### src/rtl/mfep_pkg.sv
// ----------------------------------------------------------------------------
// mfep_pkg
// Shared types, constants and helpers of the MIDI file event parser.
// ----------------------------------------------------------------------------
package mfep_pkg;

	localparam logic [3:0] K_HEADER   = 4'd0;
	localparam logic [3:0] K_BAD_HDR  = 4'd1;
	localparam logic [3:0] K_TEMPO    = 4'd2;
	localparam logic [3:0] K_TIME_SIG = 4'd3;
	localparam logic [3:0] K_NOTE_OFF = 4'd4;
	localparam logic [3:0] K_NOTE_ON  = 4'd5;
	localparam logic [3:0] K_CTRL     = 4'd6;
	localparam logic [3:0] K_BEND     = 4'd7;
	localparam logic [3:0] K_PROGRAM  = 4'd8;
	localparam logic [3:0] K_PRESSURE = 4'd9;
	localparam logic [3:0] K_TRK_END  = 4'd10;

	localparam logic [31:0] ID_MTHD = 32'h4D546864;
	localparam logic [31:0] ID_MTRK = 32'h4D54726B;
	localparam logic [7:0]  META_TEMPO = 8'h51;
	localparam logic [7:0]  META_TSIG  = 8'h58;
	localparam logic [7:0]  META_EOT   = 8'h2F;
	localparam logic [7:0]  ST_META    = 8'hFF;
	localparam logic [7:0]  ST_SYSEX   = 8'hF0;
	localparam logic [7:0]  ST_SYSEX_E = 8'hF7;

	localparam int FIFO_DEPTH = 8;
	localparam int FIFO_AW    = $clog2(FIFO_DEPTH);

	typedef struct packed {
		logic [3:0]  kind;
		logic [31:0] tick;
		logic [3:0]  channel;
		logic [6:0]  data1;
		logic [6:0]  data2;
		logic [23:0] value;
		logic [15:0] visual_track;
		logic        single_track_format;
		logic [15:0] track_total;
		logic        last_of_run;
	} result_t;

	function automatic result_t mk_res(logic [3:0] kind, logic [31:0] tick, logic [3:0] ch,
			logic [6:0] d1, logic [6:0] d2, logic [23:0] val, logic [15:0] vt,
			logic single, logic [15:0] total);
		result_t r;
		r.kind = kind;
		r.tick = tick;
		r.channel = ch;
		r.data1 = d1;
		r.data2 = d2;
		r.value = val;
		r.visual_track = vt;
		r.single_track_format = single;
		r.track_total = total;
		r.last_of_run = 1'b0;
		return r;
	endfunction

	function automatic logic [1:0] data_need(logic [7:0] st);
		return (st[7:4] == 4'hC || st[7:4] == 4'hD) ? 2'd1 : 2'd2;
	endfunction

	function automatic logic chan_emits(logic [7:0] st, logic [7:0] a);
		logic r;
		case (st[7:4]) inside
			4'h8, 4'h9, 4'hE, 4'hC, 4'hD: r = 1'b1;
			4'hB:                         r = (a != 8'd120 && a != 8'd121 && a != 8'd123);
			default:                      r = 1'b0;
		endcase
		return r;
	endfunction

	function automatic result_t chan_res(logic [7:0] st, logic [7:0] a, logic [7:0] b,
			logic fz, logic [15:0] ci, logic [31:0] tick);
		logic [15:0] vt;
		logic [3:0]  k;
		logic [6:0]  d2;
		vt = fz ? {12'd0, st[3:0]} : ci;
		k = K_NOTE_OFF;
		d2 = b[6:0];
		case (st[7:4])
			4'h8: begin k = K_NOTE_OFF; d2 = 7'd0; end
			4'h9: begin
				if (b == 8'd0) begin
					k = K_NOTE_OFF;
					d2 = 7'd0;
				end else begin
					k = K_NOTE_ON;
				end
			end
			4'hB: k = K_CTRL;
			4'hE: k = K_BEND;
			4'hC: begin k = K_PROGRAM; d2 = 7'd0; end
			4'hD: begin k = K_PRESSURE; d2 = 7'd0; end
			default: k = K_NOTE_OFF;
		endcase
		return mk_res(k, tick, st[3:0], a[6:0], d2, 24'd0, vt, 1'b0, 16'd0);
	endfunction

endpackage

### src/rtl/mfep_byte_if.sv
// ----------------------------------------------------------------------------
// mfep_byte_if
// Byte channel of the parser: one file byte and its start-of-file mark.
// ----------------------------------------------------------------------------
interface mfep_byte_if;
	logic       valid;
	logic       ready;
	logic [7:0] data_byte;
	logic       file_start;

	modport source (output valid, output data_byte, output file_start, input ready);
	modport sink (input valid, input data_byte, input file_start, output ready);
endinterface

### src/rtl/mfep_event_if.sv
// ----------------------------------------------------------------------------
// mfep_event_if
// Event channel of the parser: one parsed result item.
// ----------------------------------------------------------------------------
interface mfep_event_if;
	logic        valid;
	logic        ready;
	logic [3:0]  kind;
	logic [31:0] tick;
	logic [3:0]  channel;
	logic [6:0]  data1;
	logic [6:0]  data2;
	logic [23:0] value;
	logic [15:0] visual_track;
	logic        single_track_format;
	logic [15:0] track_total;
	logic        last_of_run;

	modport source (output valid, output kind, output tick, output channel, output data1,
		output data2, output value, output visual_track, output single_track_format,
		output track_total, output last_of_run, input ready);
	modport sink (input valid, input kind, input tick, input channel, input data1,
		input data2, input value, input visual_track, input single_track_format,
		input track_total, input last_of_run, output ready);
endinterface

### src/rtl/mfep_core.sv
// ----------------------------------------------------------------------------
// mfep_core
// Parse state and per-byte decode; gives up to two results per byte.
// ----------------------------------------------------------------------------
module mfep_core (
	input  logic                clk,
	input  logic                arst_n,
	input  logic                valid_s1,
	input  logic [7:0]          byte_s1,
	input  logic                start_s1,
	output logic [1:0]          res_cnt,
	output mfep_pkg::result_t   res0,
	output mfep_pkg::result_t   res1
);
	import mfep_pkg::*;

	localparam logic [3:0] PH_IDLE   = 4'd0;
	localparam logic [3:0] PH_HDR    = 4'd1;
	localparam logic [3:0] PH_HSKIP  = 4'd2;
	localparam logic [3:0] PH_CHDR   = 4'd3;
	localparam logic [3:0] PH_CSKIP  = 4'd4;
	localparam logic [3:0] PH_DELTA  = 4'd5;
	localparam logic [3:0] PH_STATUS = 4'd6;
	localparam logic [3:0] PH_CDATA  = 4'd7;
	localparam logic [3:0] PH_MTYPE  = 4'd8;
	localparam logic [3:0] PH_MLEN   = 4'd9;
	localparam logic [3:0] PH_MDATA  = 4'd10;
	localparam logic [3:0] PH_PSKIP  = 4'd11;
	localparam logic [3:0] PH_SLEN   = 4'd12;
	localparam logic [3:0] PH_ONE    = 4'd13;
	localparam logic [3:0] PH_DONE   = 4'd14;
	localparam logic [3:0] PH_DEAD   = 4'd15;

	logic [3:0]  ph_q, ph;
	logic [3:0]  fc_q, fc;
	logic [31:0] ha_q, ha;
	logic [31:0] cbl_q, cbl;
	logic [31:0] sk_q, sk;
	logic [31:0] tt_q, tt;
	logic [31:0] va_q, va;
	logic [2:0]  vb_q, vb;
	logic [7:0]  rs_q, rs;
	logic [7:0]  cs_q, cs;
	logic [7:0]  h0_q, h0;
	logic [7:0]  h1_q, h1;
	logic [7:0]  mk_q, mk;
	logic [15:0] ci_q, ci;
	logic [15:0] ct_q, ct;
	logic        fz_q, fz;
	logic [5:0]  sn_q, sn;
	logic [5:0]  sd_q, sd;

	result_t     res [2];
	logic [1:0]  cnt;
	logic        end_req;
	logic        enter_req;
	logic        first;
	logic        vdone;
	logic [7:0]  b;
	logic [7:0]  st;
	logic [7:0]  nn;
	logic [7:0]  dd;

	always_comb begin
		ph = ph_q; fc = fc_q; ha = ha_q; cbl = cbl_q; sk = sk_q; tt = tt_q;
		va = va_q; vb = vb_q; rs = rs_q; cs = cs_q; h0 = h0_q; h1 = h1_q;
		mk = mk_q; ci = ci_q; ct = ct_q; fz = fz_q; sn = sn_q; sd = sd_q;
		res[0] = '0;
		res[1] = '0;
		cnt = 2'd0;
		end_req = 1'b0;
		enter_req = 1'b0;
		first = 1'b0;
		vdone = 1'b0;
		b = byte_s1;
		st = 8'd0;
		nn = 8'd0;
		dd = 8'd0;
		if (valid_s1) begin
			if (start_s1) begin
				fc = '0; ha = '0; cbl = '0; sk = '0; tt = '0; va = '0; vb = '0;
				rs = '0; cs = '0; h0 = '0; h1 = '0; mk = '0; ci = '0; ct = '0;
				fz = 1'b0; sn = 6'd4; sd = 6'd4;
				ph = PH_HDR;
			end
			unique case (ph) inside
				PH_HDR: begin
					ha = {ha[23:0], b};
					if (fc == 4'd3 && ha != ID_MTHD) begin
						res[cnt[0]] = mk_res(K_BAD_HDR, '0, '0, '0, '0, '0, '0, 1'b0, '0);
						cnt = cnt + 2'd1;
						ph = PH_DEAD;
					end else begin
						if (fc == 4'd7) sk = ha;
						if (fc == 4'd9) fz = (ha[15:0] == 16'd0);
						if (fc == 4'd11) ct = ha[15:0];
						if (fc == 4'd13) begin
							res[cnt[0]] = mk_res(K_HEADER, '0, '0, '0, '0,
								{9'd0, ha[14:0]}, '0, fz, ct);
							cnt = cnt + 2'd1;
							sk = (sk > 32'd6) ? sk - 32'd6 : 32'd0;
							if (sk != 32'd0) ph = PH_HSKIP;
							else enter_req = 1'b1;
						end else begin
							fc = fc + 4'd1;
						end
					end
				end
				PH_HSKIP: begin
					if (sk != 32'd0) sk = sk - 32'd1;
					if (sk == 32'd0) enter_req = 1'b1;
				end
				PH_CHDR: begin
					if (fc < 4'd4) ha = {ha[23:0], b};
					else cbl = {cbl[23:0], b};
					if (fc < 4'd7) begin
						fc = fc + 4'd1;
					end else if (ha == ID_MTRK) begin
						tt = '0; rs = '0; cs = '0;
						if (cbl == 32'd0) begin
							end_req = 1'b1;
						end else begin
							ph = PH_DELTA; va = '0; vb = '0;
						end
					end else begin
						sk = cbl; cbl = '0;
						if (sk != 32'd0) begin
							ph = PH_CSKIP;
						end else begin
							ci = ci + 16'd1;
							enter_req = 1'b1;
						end
					end
				end
				PH_CSKIP: begin
					if (sk != 32'd0) sk = sk - 32'd1;
					if (sk == 32'd0) begin
						ci = ci + 16'd1;
						enter_req = 1'b1;
					end
				end
				PH_DELTA, PH_STATUS, PH_CDATA, PH_MTYPE, PH_MLEN, PH_MDATA, PH_PSKIP,
				PH_SLEN, PH_ONE: begin
					if (cbl != 32'd0) cbl = cbl - 32'd1;
					unique case (ph)
						PH_DELTA: begin
							va = {va[24:0], b[6:0]};
							vb = vb + 3'd1;
							if (!b[7] || vb >= 3'd4) begin
								tt = tt + va; va = '0; ph = PH_STATUS;
							end
						end
						PH_STATUS: begin
							first = !b[7];
							if (b[7]) begin
								if (b < ST_SYSEX) rs = b;
								st = b;
							end else begin
								st = rs;
							end
							cs = st;
							h0 = first ? b : 8'd0;
							h1 = 8'd0;
							fc = first ? 4'd1 : 4'd0;
							if (st == ST_META) begin
								ph = PH_MTYPE;
							end else if (st == ST_SYSEX || st == ST_SYSEX_E) begin
								ph = PH_SLEN; va = '0; vb = '0;
							end else if (!st[7] || st[7:4] == 4'hF) begin
								if (first) begin
									ph = PH_DELTA; va = '0; vb = '0;
								end else begin
									ph = PH_ONE;
								end
							end else if (fc >= {2'd0, data_need(st)}) begin
								if (chan_emits(cs, h0)) begin
									res[cnt[0]] = chan_res(cs, h0, h1, fz, ci, tt);
									cnt = cnt + 2'd1;
								end
								ph = PH_DELTA; va = '0; vb = '0;
							end else begin
								ph = PH_CDATA;
							end
						end
						PH_CDATA: begin
							if (fc[0]) h1 = b;
							else h0 = b;
							fc = fc + 4'd1;
							if (fc >= {2'd0, data_need(cs)}) begin
								if (chan_emits(cs, h0)) begin
									res[cnt[0]] = chan_res(cs, h0, h1, fz, ci, tt);
									cnt = cnt + 2'd1;
								end
								ph = PH_DELTA; va = '0; vb = '0;
							end
						end
						PH_MTYPE: begin
							mk = b; va = '0; vb = '0; ph = PH_MLEN;
						end
						PH_MLEN: begin
							va = {va[24:0], b[6:0]};
							vb = vb + 3'd1;
							if (!b[7] || vb >= 3'd4) begin
								if ((mk == META_TEMPO && va == 32'd3 && cbl >= 32'd3) ||
										(mk == META_TSIG && va == 32'd4 && cbl >= 32'd4)) begin
									ph = PH_MDATA; fc = '0; ha = '0;
								end else if (mk == META_EOT) begin
									end_req = 1'b1;
								end else if (va != 32'd0 && cbl >= va) begin
									sk = va; ph = PH_PSKIP;
								end else begin
									ph = PH_DELTA; va = '0; vb = '0;
								end
							end
						end
						PH_MDATA: begin
							fc = fc + 4'd1;
							if (mk == META_TEMPO) begin
								ha = {ha[23:0], b};
								if (fc >= 4'd3) begin
									res[cnt[0]] = mk_res(K_TEMPO, tt, '0, '0, '0, ha[23:0],
										'0, 1'b0, '0);
									cnt = cnt + 2'd1;
									ph = PH_DELTA; va = '0; vb = '0;
								end
							end else if (fc == 4'd1) begin
								h0 = b;
							end else if (fc == 4'd2) begin
								h1 = b;
							end else if (fc >= 4'd4) begin
								nn = h0;
								dd = h1;
								if (nn < 8'd1) nn = 8'd1;
								if (nn > 8'd32) nn = 8'd32;
								if (dd > 8'd5) dd = 8'd5;
								if (sn == 6'd4 && sd == 6'd4) begin
									sn = nn[5:0];
									sd = 6'd1 << dd[2:0];
									if (!(sn == 6'd4 && sd == 6'd4)) begin
										res[cnt[0]] = mk_res(K_TIME_SIG, tt, '0, {1'b0, sn},
											{1'b0, sd}, '0, '0, 1'b0, '0);
										cnt = cnt + 2'd1;
									end
								end
								ph = PH_DELTA; va = '0; vb = '0;
							end
						end
						PH_PSKIP: begin
							if (sk != 32'd0) sk = sk - 32'd1;
							if (sk == 32'd0) begin
								ph = PH_DELTA; va = '0; vb = '0;
							end
						end
						PH_SLEN: begin
							va = {va[24:0], b[6:0]};
							vb = vb + 3'd1;
							if (!b[7] || vb >= 3'd4) begin
								if (va != 32'd0 && cbl >= va) begin
									sk = va; ph = PH_PSKIP;
								end else begin
									ph = PH_DELTA; va = '0; vb = '0;
								end
							end
						end
						default: begin
							ph = PH_DELTA; va = '0; vb = '0;
						end
					endcase
					if (!end_req && ph >= PH_DELTA && ph <= PH_ONE && cbl == 32'd0) begin
						if (ph == PH_DELTA) tt = tt + va;
						if (ph == PH_CDATA && chan_emits(cs, h0)) begin
							res[cnt[0]] = chan_res(cs, h0, h1, fz, ci, tt);
							cnt = cnt + 2'd1;
						end
						end_req = 1'b1;
					end
				end
				default: begin
				end
			endcase
			if (end_req) begin
				res[cnt[0]] = mk_res(K_TRK_END, tt, '0, '0, '0, '0, ci, 1'b0, '0);
				cnt = cnt + 2'd1;
				if (cbl != 32'd0) begin
					sk = cbl; cbl = '0; ph = PH_CSKIP;
				end else begin
					ci = ci + 16'd1;
					enter_req = 1'b1;
				end
			end
			if (enter_req) begin
				if (ci >= ct) begin
					ph = PH_DONE;
				end else begin
					ph = PH_CHDR; fc = '0; ha = '0; cbl = '0;
				end
			end
			if (cnt == 2'd2) res[1].last_of_run = 1'b1;
			else if (cnt == 2'd1) res[0].last_of_run = 1'b1;
		end
	end

	assign res_cnt = cnt;
	assign res0 = res[0];
	assign res1 = res[1];

	always_ff @(posedge clk or negedge arst_n) begin
		if (!arst_n) begin
			ph_q <= PH_IDLE; fc_q <= '0; ha_q <= '0; cbl_q <= '0; sk_q <= '0;
			tt_q <= '0; va_q <= '0; vb_q <= '0; rs_q <= '0; cs_q <= '0;
			h0_q <= '0; h1_q <= '0; mk_q <= '0; ci_q <= '0; ct_q <= '0;
			fz_q <= 1'b0; sn_q <= 6'd4; sd_q <= 6'd4;
		end else begin
			ph_q <= ph; fc_q <= fc; ha_q <= ha; cbl_q <= cbl; sk_q <= sk;
			tt_q <= tt; va_q <= va; vb_q <= vb; rs_q <= rs; cs_q <= cs;
			h0_q <= h0; h1_q <= h1; mk_q <= mk; ci_q <= ci; ct_q <= ct;
			fz_q <= fz; sn_q <= sn; sd_q <= sd;
		end
	end

endmodule

### src/rtl/mfep_fifo.sv
// ----------------------------------------------------------------------------
// mfep_fifo
// Result queue: takes up to two items per cycle, gives one.
// ----------------------------------------------------------------------------
module mfep_fifo (
	input  logic                      clk,
	input  logic                      arst_n,
	input  logic [1:0]                push_cnt,
	input  mfep_pkg::result_t         push0,
	input  mfep_pkg::result_t         push1,
	input  logic                      pop,
	output logic                      not_empty,
	output mfep_pkg::result_t         head,
	output logic [mfep_pkg::FIFO_AW:0] count
);
	import mfep_pkg::*;

	result_t            mem_q [FIFO_DEPTH];
	logic [FIFO_AW-1:0] wr_q;
	logic [FIFO_AW-1:0] rd_q;
	logic [FIFO_AW:0]   count_q;
	logic               do_pop;

	assign not_empty = (count_q != '0);
	assign head = mem_q[rd_q];
	assign count = count_q;
	assign do_pop = pop && not_empty;

	always_ff @(posedge clk) begin
		if (push_cnt != 2'd0) mem_q[wr_q] <= push0;
		if (push_cnt == 2'd2) mem_q[wr_q + FIFO_AW'(1)] <= push1;
	end

	always_ff @(posedge clk or negedge arst_n) begin
		if (!arst_n) begin
			wr_q <= '0;
			rd_q <= '0;
			count_q <= '0;
		end else begin
			wr_q <= wr_q + FIFO_AW'(push_cnt);
			if (do_pop) rd_q <= rd_q + FIFO_AW'(1);
			count_q <= count_q + (FIFO_AW + 1)'(push_cnt) - (FIFO_AW + 1)'(do_pop);
		end
	end

endmodule

### src/rtl/midi_file_event_parser.sv
// ----------------------------------------------------------------------------
// midi_file_event_parser
// Standard MIDI file parser: file bytes in, header, bad-header, tempo, time
// signature, channel and track-end events out.
//
// byte_in carries one file byte per item with file_start marking the first
// byte of a file; event_out carries parsed events, with last_of_run set on
// the final event caused by one byte.
// Each accepted byte is registered, decoded in the following cycle against
// the parse state, and its zero, one or two events are written to an
// eight-entry queue that drives event_out. One byte is taken per cycle
// while the queue has room for the events of the byte in flight and the
// next one; a stall on event_out lets the queue grow past four entries and
// then drops byte_in.ready.
// Reset clears the parse state to waiting for a file start and empties the
// queue.
// ----------------------------------------------------------------------------
module midi_file_event_parser (
	input  logic         clk,
	input  logic         arst_n,
	mfep_byte_if.sink    byte_in,
	mfep_event_if.source event_out
);
	import mfep_pkg::*;

	logic               valid_s1;
	logic [7:0]         byte_s1;
	logic               start_s1;
	logic [1:0]         res_cnt;
	result_t            res0;
	result_t            res1;
	result_t            head;
	logic               not_empty;
	logic [FIFO_AW:0]   count;

	assign byte_in.ready = (count <= (FIFO_AW + 1)'(FIFO_DEPTH - 4));

	always_ff @(posedge clk or negedge arst_n) begin
		if (!arst_n) begin
			valid_s1 <= 1'b0;
		end else begin
			valid_s1 <= byte_in.valid && byte_in.ready;
		end
	end

	always_ff @(posedge clk) begin
		byte_s1 <= byte_in.data_byte;
		start_s1 <= byte_in.file_start;
	end

	mfep_core u_core (
		.clk      (clk),
		.arst_n   (arst_n),
		.valid_s1 (valid_s1),
		.byte_s1  (byte_s1),
		.start_s1 (start_s1),
		.res_cnt  (res_cnt),
		.res0     (res0),
		.res1     (res1)
	);

	mfep_fifo u_fifo (
		.clk       (clk),
		.arst_n    (arst_n),
		.push_cnt  (res_cnt),
		.push0     (res0),
		.push1     (res1),
		.pop       (event_out.ready),
		.not_empty (not_empty),
		.head      (head),
		.count     (count)
	);

	assign event_out.valid = not_empty;
	assign event_out.kind = head.kind;
	assign event_out.tick = head.tick;
	assign event_out.channel = head.channel;
	assign event_out.data1 = head.data1;
	assign event_out.data2 = head.data2;
	assign event_out.value = head.value;
	assign event_out.visual_track = head.visual_track;
	assign event_out.single_track_format = head.single_track_format;
	assign event_out.track_total = head.track_total;
	assign event_out.last_of_run = head.last_of_run;

endmodule
### src/flat_wrapper.sv
// flat-port wrapper written by rule: the top's interface ports become plain ports
module midi_file_event_parser_flat import mfep_pkg::*;
  (clk, arst_n, byte_in_valid, byte_in_data_byte, byte_in_file_start, byte_in_ready, event_out_valid, event_out_kind, event_out_tick, event_out_channel, event_out_data1, event_out_data2, event_out_value, event_out_visual_track, event_out_single_track_format, event_out_track_total, event_out_last_of_run, event_out_ready);
  mfep_byte_if byte_in_i ();
  mfep_event_if event_out_i ();
  input  logic clk;
  input  logic arst_n;
  input wire logic [$bits(byte_in_i.valid)-1:0] byte_in_valid;
  input wire logic [$bits(byte_in_i.data_byte)-1:0] byte_in_data_byte;
  input wire logic [$bits(byte_in_i.file_start)-1:0] byte_in_file_start;
  output wire logic [$bits(byte_in_i.ready)-1:0] byte_in_ready;
  output wire logic [$bits(event_out_i.valid)-1:0] event_out_valid;
  output wire logic [$bits(event_out_i.kind)-1:0] event_out_kind;
  output wire logic [$bits(event_out_i.tick)-1:0] event_out_tick;
  output wire logic [$bits(event_out_i.channel)-1:0] event_out_channel;
  output wire logic [$bits(event_out_i.data1)-1:0] event_out_data1;
  output wire logic [$bits(event_out_i.data2)-1:0] event_out_data2;
  output wire logic [$bits(event_out_i.value)-1:0] event_out_value;
  output wire logic [$bits(event_out_i.visual_track)-1:0] event_out_visual_track;
  output wire logic [$bits(event_out_i.single_track_format)-1:0] event_out_single_track_format;
  output wire logic [$bits(event_out_i.track_total)-1:0] event_out_track_total;
  output wire logic [$bits(event_out_i.last_of_run)-1:0] event_out_last_of_run;
  input wire logic [$bits(event_out_i.ready)-1:0] event_out_ready;
  assign byte_in_i.valid = byte_in_valid;
  assign byte_in_i.data_byte = byte_in_data_byte;
  assign byte_in_i.file_start = byte_in_file_start;
  assign byte_in_ready = byte_in_i.ready;
  assign event_out_valid = event_out_i.valid;
  assign event_out_kind = event_out_i.kind;
  assign event_out_tick = event_out_i.tick;
  assign event_out_channel = event_out_i.channel;
  assign event_out_data1 = event_out_i.data1;
  assign event_out_data2 = event_out_i.data2;
  assign event_out_value = event_out_i.value;
  assign event_out_visual_track = event_out_i.visual_track;
  assign event_out_single_track_format = event_out_i.single_track_format;
  assign event_out_track_total = event_out_i.track_total;
  assign event_out_last_of_run = event_out_i.last_of_run;
  assign event_out_i.ready = event_out_ready;
  midi_file_event_parser u_core (.clk(clk), .arst_n(arst_n), .byte_in(byte_in_i), .event_out(event_out_i));
endmodule
### config.mk
export PLATFORM = sky130hd
export DESIGN_NAME = midi_file_event_parser_flat
export DESIGN_NICKNAME = d
export VERILOG_FILES = /design/src/rtl/mfep_pkg.sv /design/src/rtl/mfep_byte_if.sv /design/src/rtl/mfep_event_if.sv /design/src/rtl/mfep_core.sv /design/src/rtl/mfep_fifo.sv /design/src/rtl/midi_file_event_parser.sv /design/src/flat_wrapper.sv
export SDC_FILE = /design/constraint.sdc
export NUM_CORES = 2
export LEC_CHECK = 0
export BUFFER_PORTS_ARGS = -buffer_cell sky130_fd_sc_hd__buf_2
export CORE_ASPECT_RATIO = 0.8
export CORE_MARGIN = 4
export CORE_UTILIZATION = 50
export CTS_CLUSTER_SIZE = 10
export DETAILED_ROUTE_END_ITERATION = 10
export PLACE_DENSITY = 0.66
export SYNTH_ARGS = -nofsm -noshare
export SYNTH_HDL_FRONTEND = slang
export SYNTH_SLANG_ARGS = --single-unit
### constraint.sdc
create_clock -name clk -period 27.7 [get_ports clk]
set_input_delay 8.31 -clock clk [delete_from_list [all_inputs] [get_ports clk]]
set_output_delay 8.31 -clock clk [all_outputs]
set_load 0.01 [all_outputs]
==> summary.txt <==
Result of the run - complete, but fails checks
Failing checks - max-slew violations
Most common library cell in the layout ignoring fill and taps - edfxtp_1
Routed Antenna Nets - 0
Leak - 28.8 nW
FF+latch area - 33800 um^2
Met2 usage - 0.524
Number of failing setup endpoints in the final timing report - 0
Number of endpoints with negative hold slack in the final report - 0
Core area - 141000 um^2
DRT Pass-1 Iters - 10
Hold Crit Class - register to register
Met3 Use GR - 0.125
Proportion of layout cells with a drive suffix above 1 - 0.140
Crit path from - u_core.u_fifo.rd_q[0]$_DFFE_PN0P_
CTS H-tree depth - 4
RSZ-0062 raised after global routing - false
Aggregate negative setup slack - 0 ns
Post-synthesis area per instance - 10.1 um^2
Peak supply drop - 0.0000803 V
Fraction of registers with async set or reset after synthesis - 0.228
Maximum net fanout on the critical path - 102
# IOs - 127
Kind of end point of the critical path - primary output
Kind of critical path - register to primary output
Filler Cell Count - 12200
Remaining global-route overflow - 0
Most used flip-flop cell after synthesis - edfxtp_1
Chip height - 345 um
Library cell used as clock root buffer - clkbuf_16
Syn Inst Count - 7036
Total global routing track utilization - 0.378
Worst Min Path Start - u_core.u_core.tt_q[6]$_DFFE_PN0P_
# clock sinks - 1172
RD Place Congestion - 1.06
Synth top area share - 0.378
Most frequent cells in the layout - edfxtp_1 (896), nor2_1 (868), nand2_1 (665)
Unique masters post-synth - 112
Arrival time of the worst setup path - 4.36 ns
Average via count per standard cell - 7.14
Total vias in the final route - 63400
Drt total wl - 289 mm
Overall die width - 430 um
Critical path required time - 19.39 ns
Yosys warning count - 0
Maximum root-to-sink buffer count - 3
Part of the Yosys area used for sequential elements - 0.475
Setup Fix Bufs, Post-CTS - 0
Total power density per cell area - 90.4 nW/um^2
Number of global-route vias before repair - 58800
Global routing met1 resource utilization - 0.552
Syn nets - 7188
Initial antenna violation count - 12
Insertion delay of the later-clocked pin in the worst-skew pair - 0.82 ns
Drc violations - 0
Register clock-pin slew on the reported worst setup and hold paths - 0.05 ns
Part of the cycle the worst path needs - 0.457
Detailed-placement wirelength estimate - 194 mm
Top cells by area in the synthesized netlist - edfxtp_1 (38%), dfrtp_1 (9.3%), mux4_2 (7.1%), nor2_1 (4.7%), a21oi_1 (4.3%)
Number of placement rows - 123
Post-synth EDFFs - 896
Post-Syn Area - 71100 um^2
Combined area of the multi-input logic cells - 34700 um^2
Clock period minus worst slack - 12.67 ns
Critical path startpoint category - register
Max-capacitance violation count - 0
Detail-routed net length per standard cell - 32.5 um
Cts-stage hold buffer count - 0
TritonCTS buffer count - 140
Crit Reg-Reg Startpoint - u_core.start_s1$_DFF_P_
Final Max Slew Viols - 3
Clock skew - 0.0692 ns
Starting Density - 0.504
Worst slew margin relative to its limit - -0.0106
Number of storage elements in the synthesis netlist - 1172
Number of buffer cells added on primary ports - 126
Area of the die - 148000 um^2
Layout net count - 7082
First-pass GRT wire length - 417 mm
Initial DRC count - 10600
Global route hottest layer - met1
Gates resized, CTS repair - 0
Slew at the pin closest to its max-slew limit - 1.52 ns
Pin count of the biggest net entering global routing - 158
Cell type contributing the most total cell area after synthesis - edfxtp_1
FMAX - 79.0 MHz
Signed area change from the synthesized netlist to the final layout - 9.25%
Utilization after layout - 0.551
CTS tree - built
Overall power after layout - 7.02 mW
==> registers in the layout, summed over array words and instances, names as in the netlist, 3 cells and up <==
signal and cells:
u_core.u_core.ci_q 16, u_core.u_core.tt_q 32, u_core.u_core.cbl_q 32, u_core.byte_s1 8, u_core.u_core.h0_q 8, u_core.u_core.ct_q 16, u_core.u_core.ha_q 32, u_core.u_core.vb_q 3
u_core.u_core.ph_q 4, u_core.u_core.h1_q 8, u_core.u_core.fc_q 4, u_core.u_fifo.count 4, u_core.u_core.sk_q 32, u_core.u_fifo.rd_q 3, u_core.u_fifo.wr_q 3, u_core.u_core.va_q 32
u_core.u_core.mk_q 8, u_core.u_core.sn_q 6, u_core.u_core.cs_q 8, u_core.u_core.rs_q 8, u_core.u_fifo.mem_q 896, u_core.u_core.sd_q 6
==> worst paths after layout <==
| path | slack [ns] | cells past startpoint | end |
|---|---|---|---|
| max | 15.03 | 5 | event_out_track_total[7] |
| min | 0.48 | 2 | u_core.u_core.tt_q[6]$_DFFE_PN0P_ |
| max reg2reg | 15.23 | 31 | u_core.u_fifo.mem_q[2][15]$_SDFFCE_PP0P_ |
| min reg2reg | 0.48 | 2 | u_core.u_core.tt_q[6]$_DFFE_PN0P_ |
| max in group asynchronous | 17.66 | 3 | u_core.u_core.fz_q$_DFFE_PN0P_ |
| min in group asynchronous | 7.46 | 1 | u_core.u_core.cbl_q[18]$_DFFE_PN0P_ |
==> logic make-up after synthesis <==
kind of cell | share of synthesized area
and+or+nand+nor | 0.148
DFF | 0.475
adders and majority gates | 0.0249
muxes | 0.111
AOI/OAI and AO/OA | 0.186
buffers and inverters | 0.0406
xor gates and xnor gates | 0.0145
==> cell usage after synthesis (32+ instances only) <==
| master | n |
|---|---|
| nand2b_1 | 42 |
| edfxtp_1 | 896 |
| or3_1 | 41 |
| o211ai_1 | 48 |
| a21oi_1 | 607 |
| o21ai_0 | 382 |
| inv_1 | 179 |
| and3_1 | 46 |
| clkbuf_1 | 429 |
| a21o_1 | 40 |
| nand3_1 | 134 |
| a22oi_1 | 70 |
| nor3_1 | 136 |
| a211oi_1 | 32 |
| mux2_2 | 143 |
| a221oi_1 | 34 |
| xor2_1 | 41 |
| nor2_1 | 886 |
| nor4_1 | 68 |
| o22ai_1 | 324 |
| mux2i_1 | 121 |
| mux4_2 | 224 |
| xnor2_1 | 77 |
| nor2b_1 | 70 |
| dfrtp_1 | 265 |
| a22o_1 | 80 |
| nand4_1 | 44 |
| ha_1 | 135 |
| buf_2 | 46 |
| buf_1 | 67 |
| nand2_1 | 665 |
| o21ai_1 | 35 |
| a31oi_1 | 67 |
==> critical path, stage by stage (launching register included) <==
cell	delay (ns)
dfrtp_4	0.90
buf_4	0.74
buf_12	0.68
mux4_2	0.60
mux2_2	0.32
buf_2	0.15
==> power by group <==
group          total [mW]  switching [mW]  internal [mW]
clock                1.73           0.763          0.962
combinational        3.03            1.98           1.05
sequential           2.27           0.292           1.98
total                7.02            3.04           3.99
==> layout make-up <==
| type | instances | area share |
|---|---|---|
| Tap cell | 1875 | 0.0302 |
| Clock buffer | 189 | 0.0485 |
| Multi-Input combinational cell | 5125 | 0.447 |
| Sequential cell | 1172 | 0.435 |
| Timing Repair Buffer | 307 | 0.0261 |
| Antenna cell | 5 | 0.000161 |
| Inverter | 184 | 0.00892 |
| Clock inverter | 23 | 0.00441 |
==> routing by layer <==
layer  vias to the layer above  wire, um
met2                      4928    119000
li1                      26500         -
met1                     31300    116000
met4                        16     10800
met3                       638     42700
met5                         -       103
==> per-stage QoR <==
| step | cells | hold slack [ns] | cell area (um^2) | worst slack (ns) |
|---|---|---|---|---|
| after floorplan | 7036 | 0.442 | 71100 | 7.59 |
| final | 8880 | 0.481 | 77700 | 15.03 |
| after global placement | 8663 | 0.461 | 73600 | 15.79 |
| after global routing | 8875 | 0.501 | 77700 | 14.71 |
| after CTS | 8875 | 0.480 | 77700 | 14.93 |
| after detailed placement | 8663 | 0.467 | 73600 | 15.78 |
Note: power is estimated with default switching activity, not from simulation.
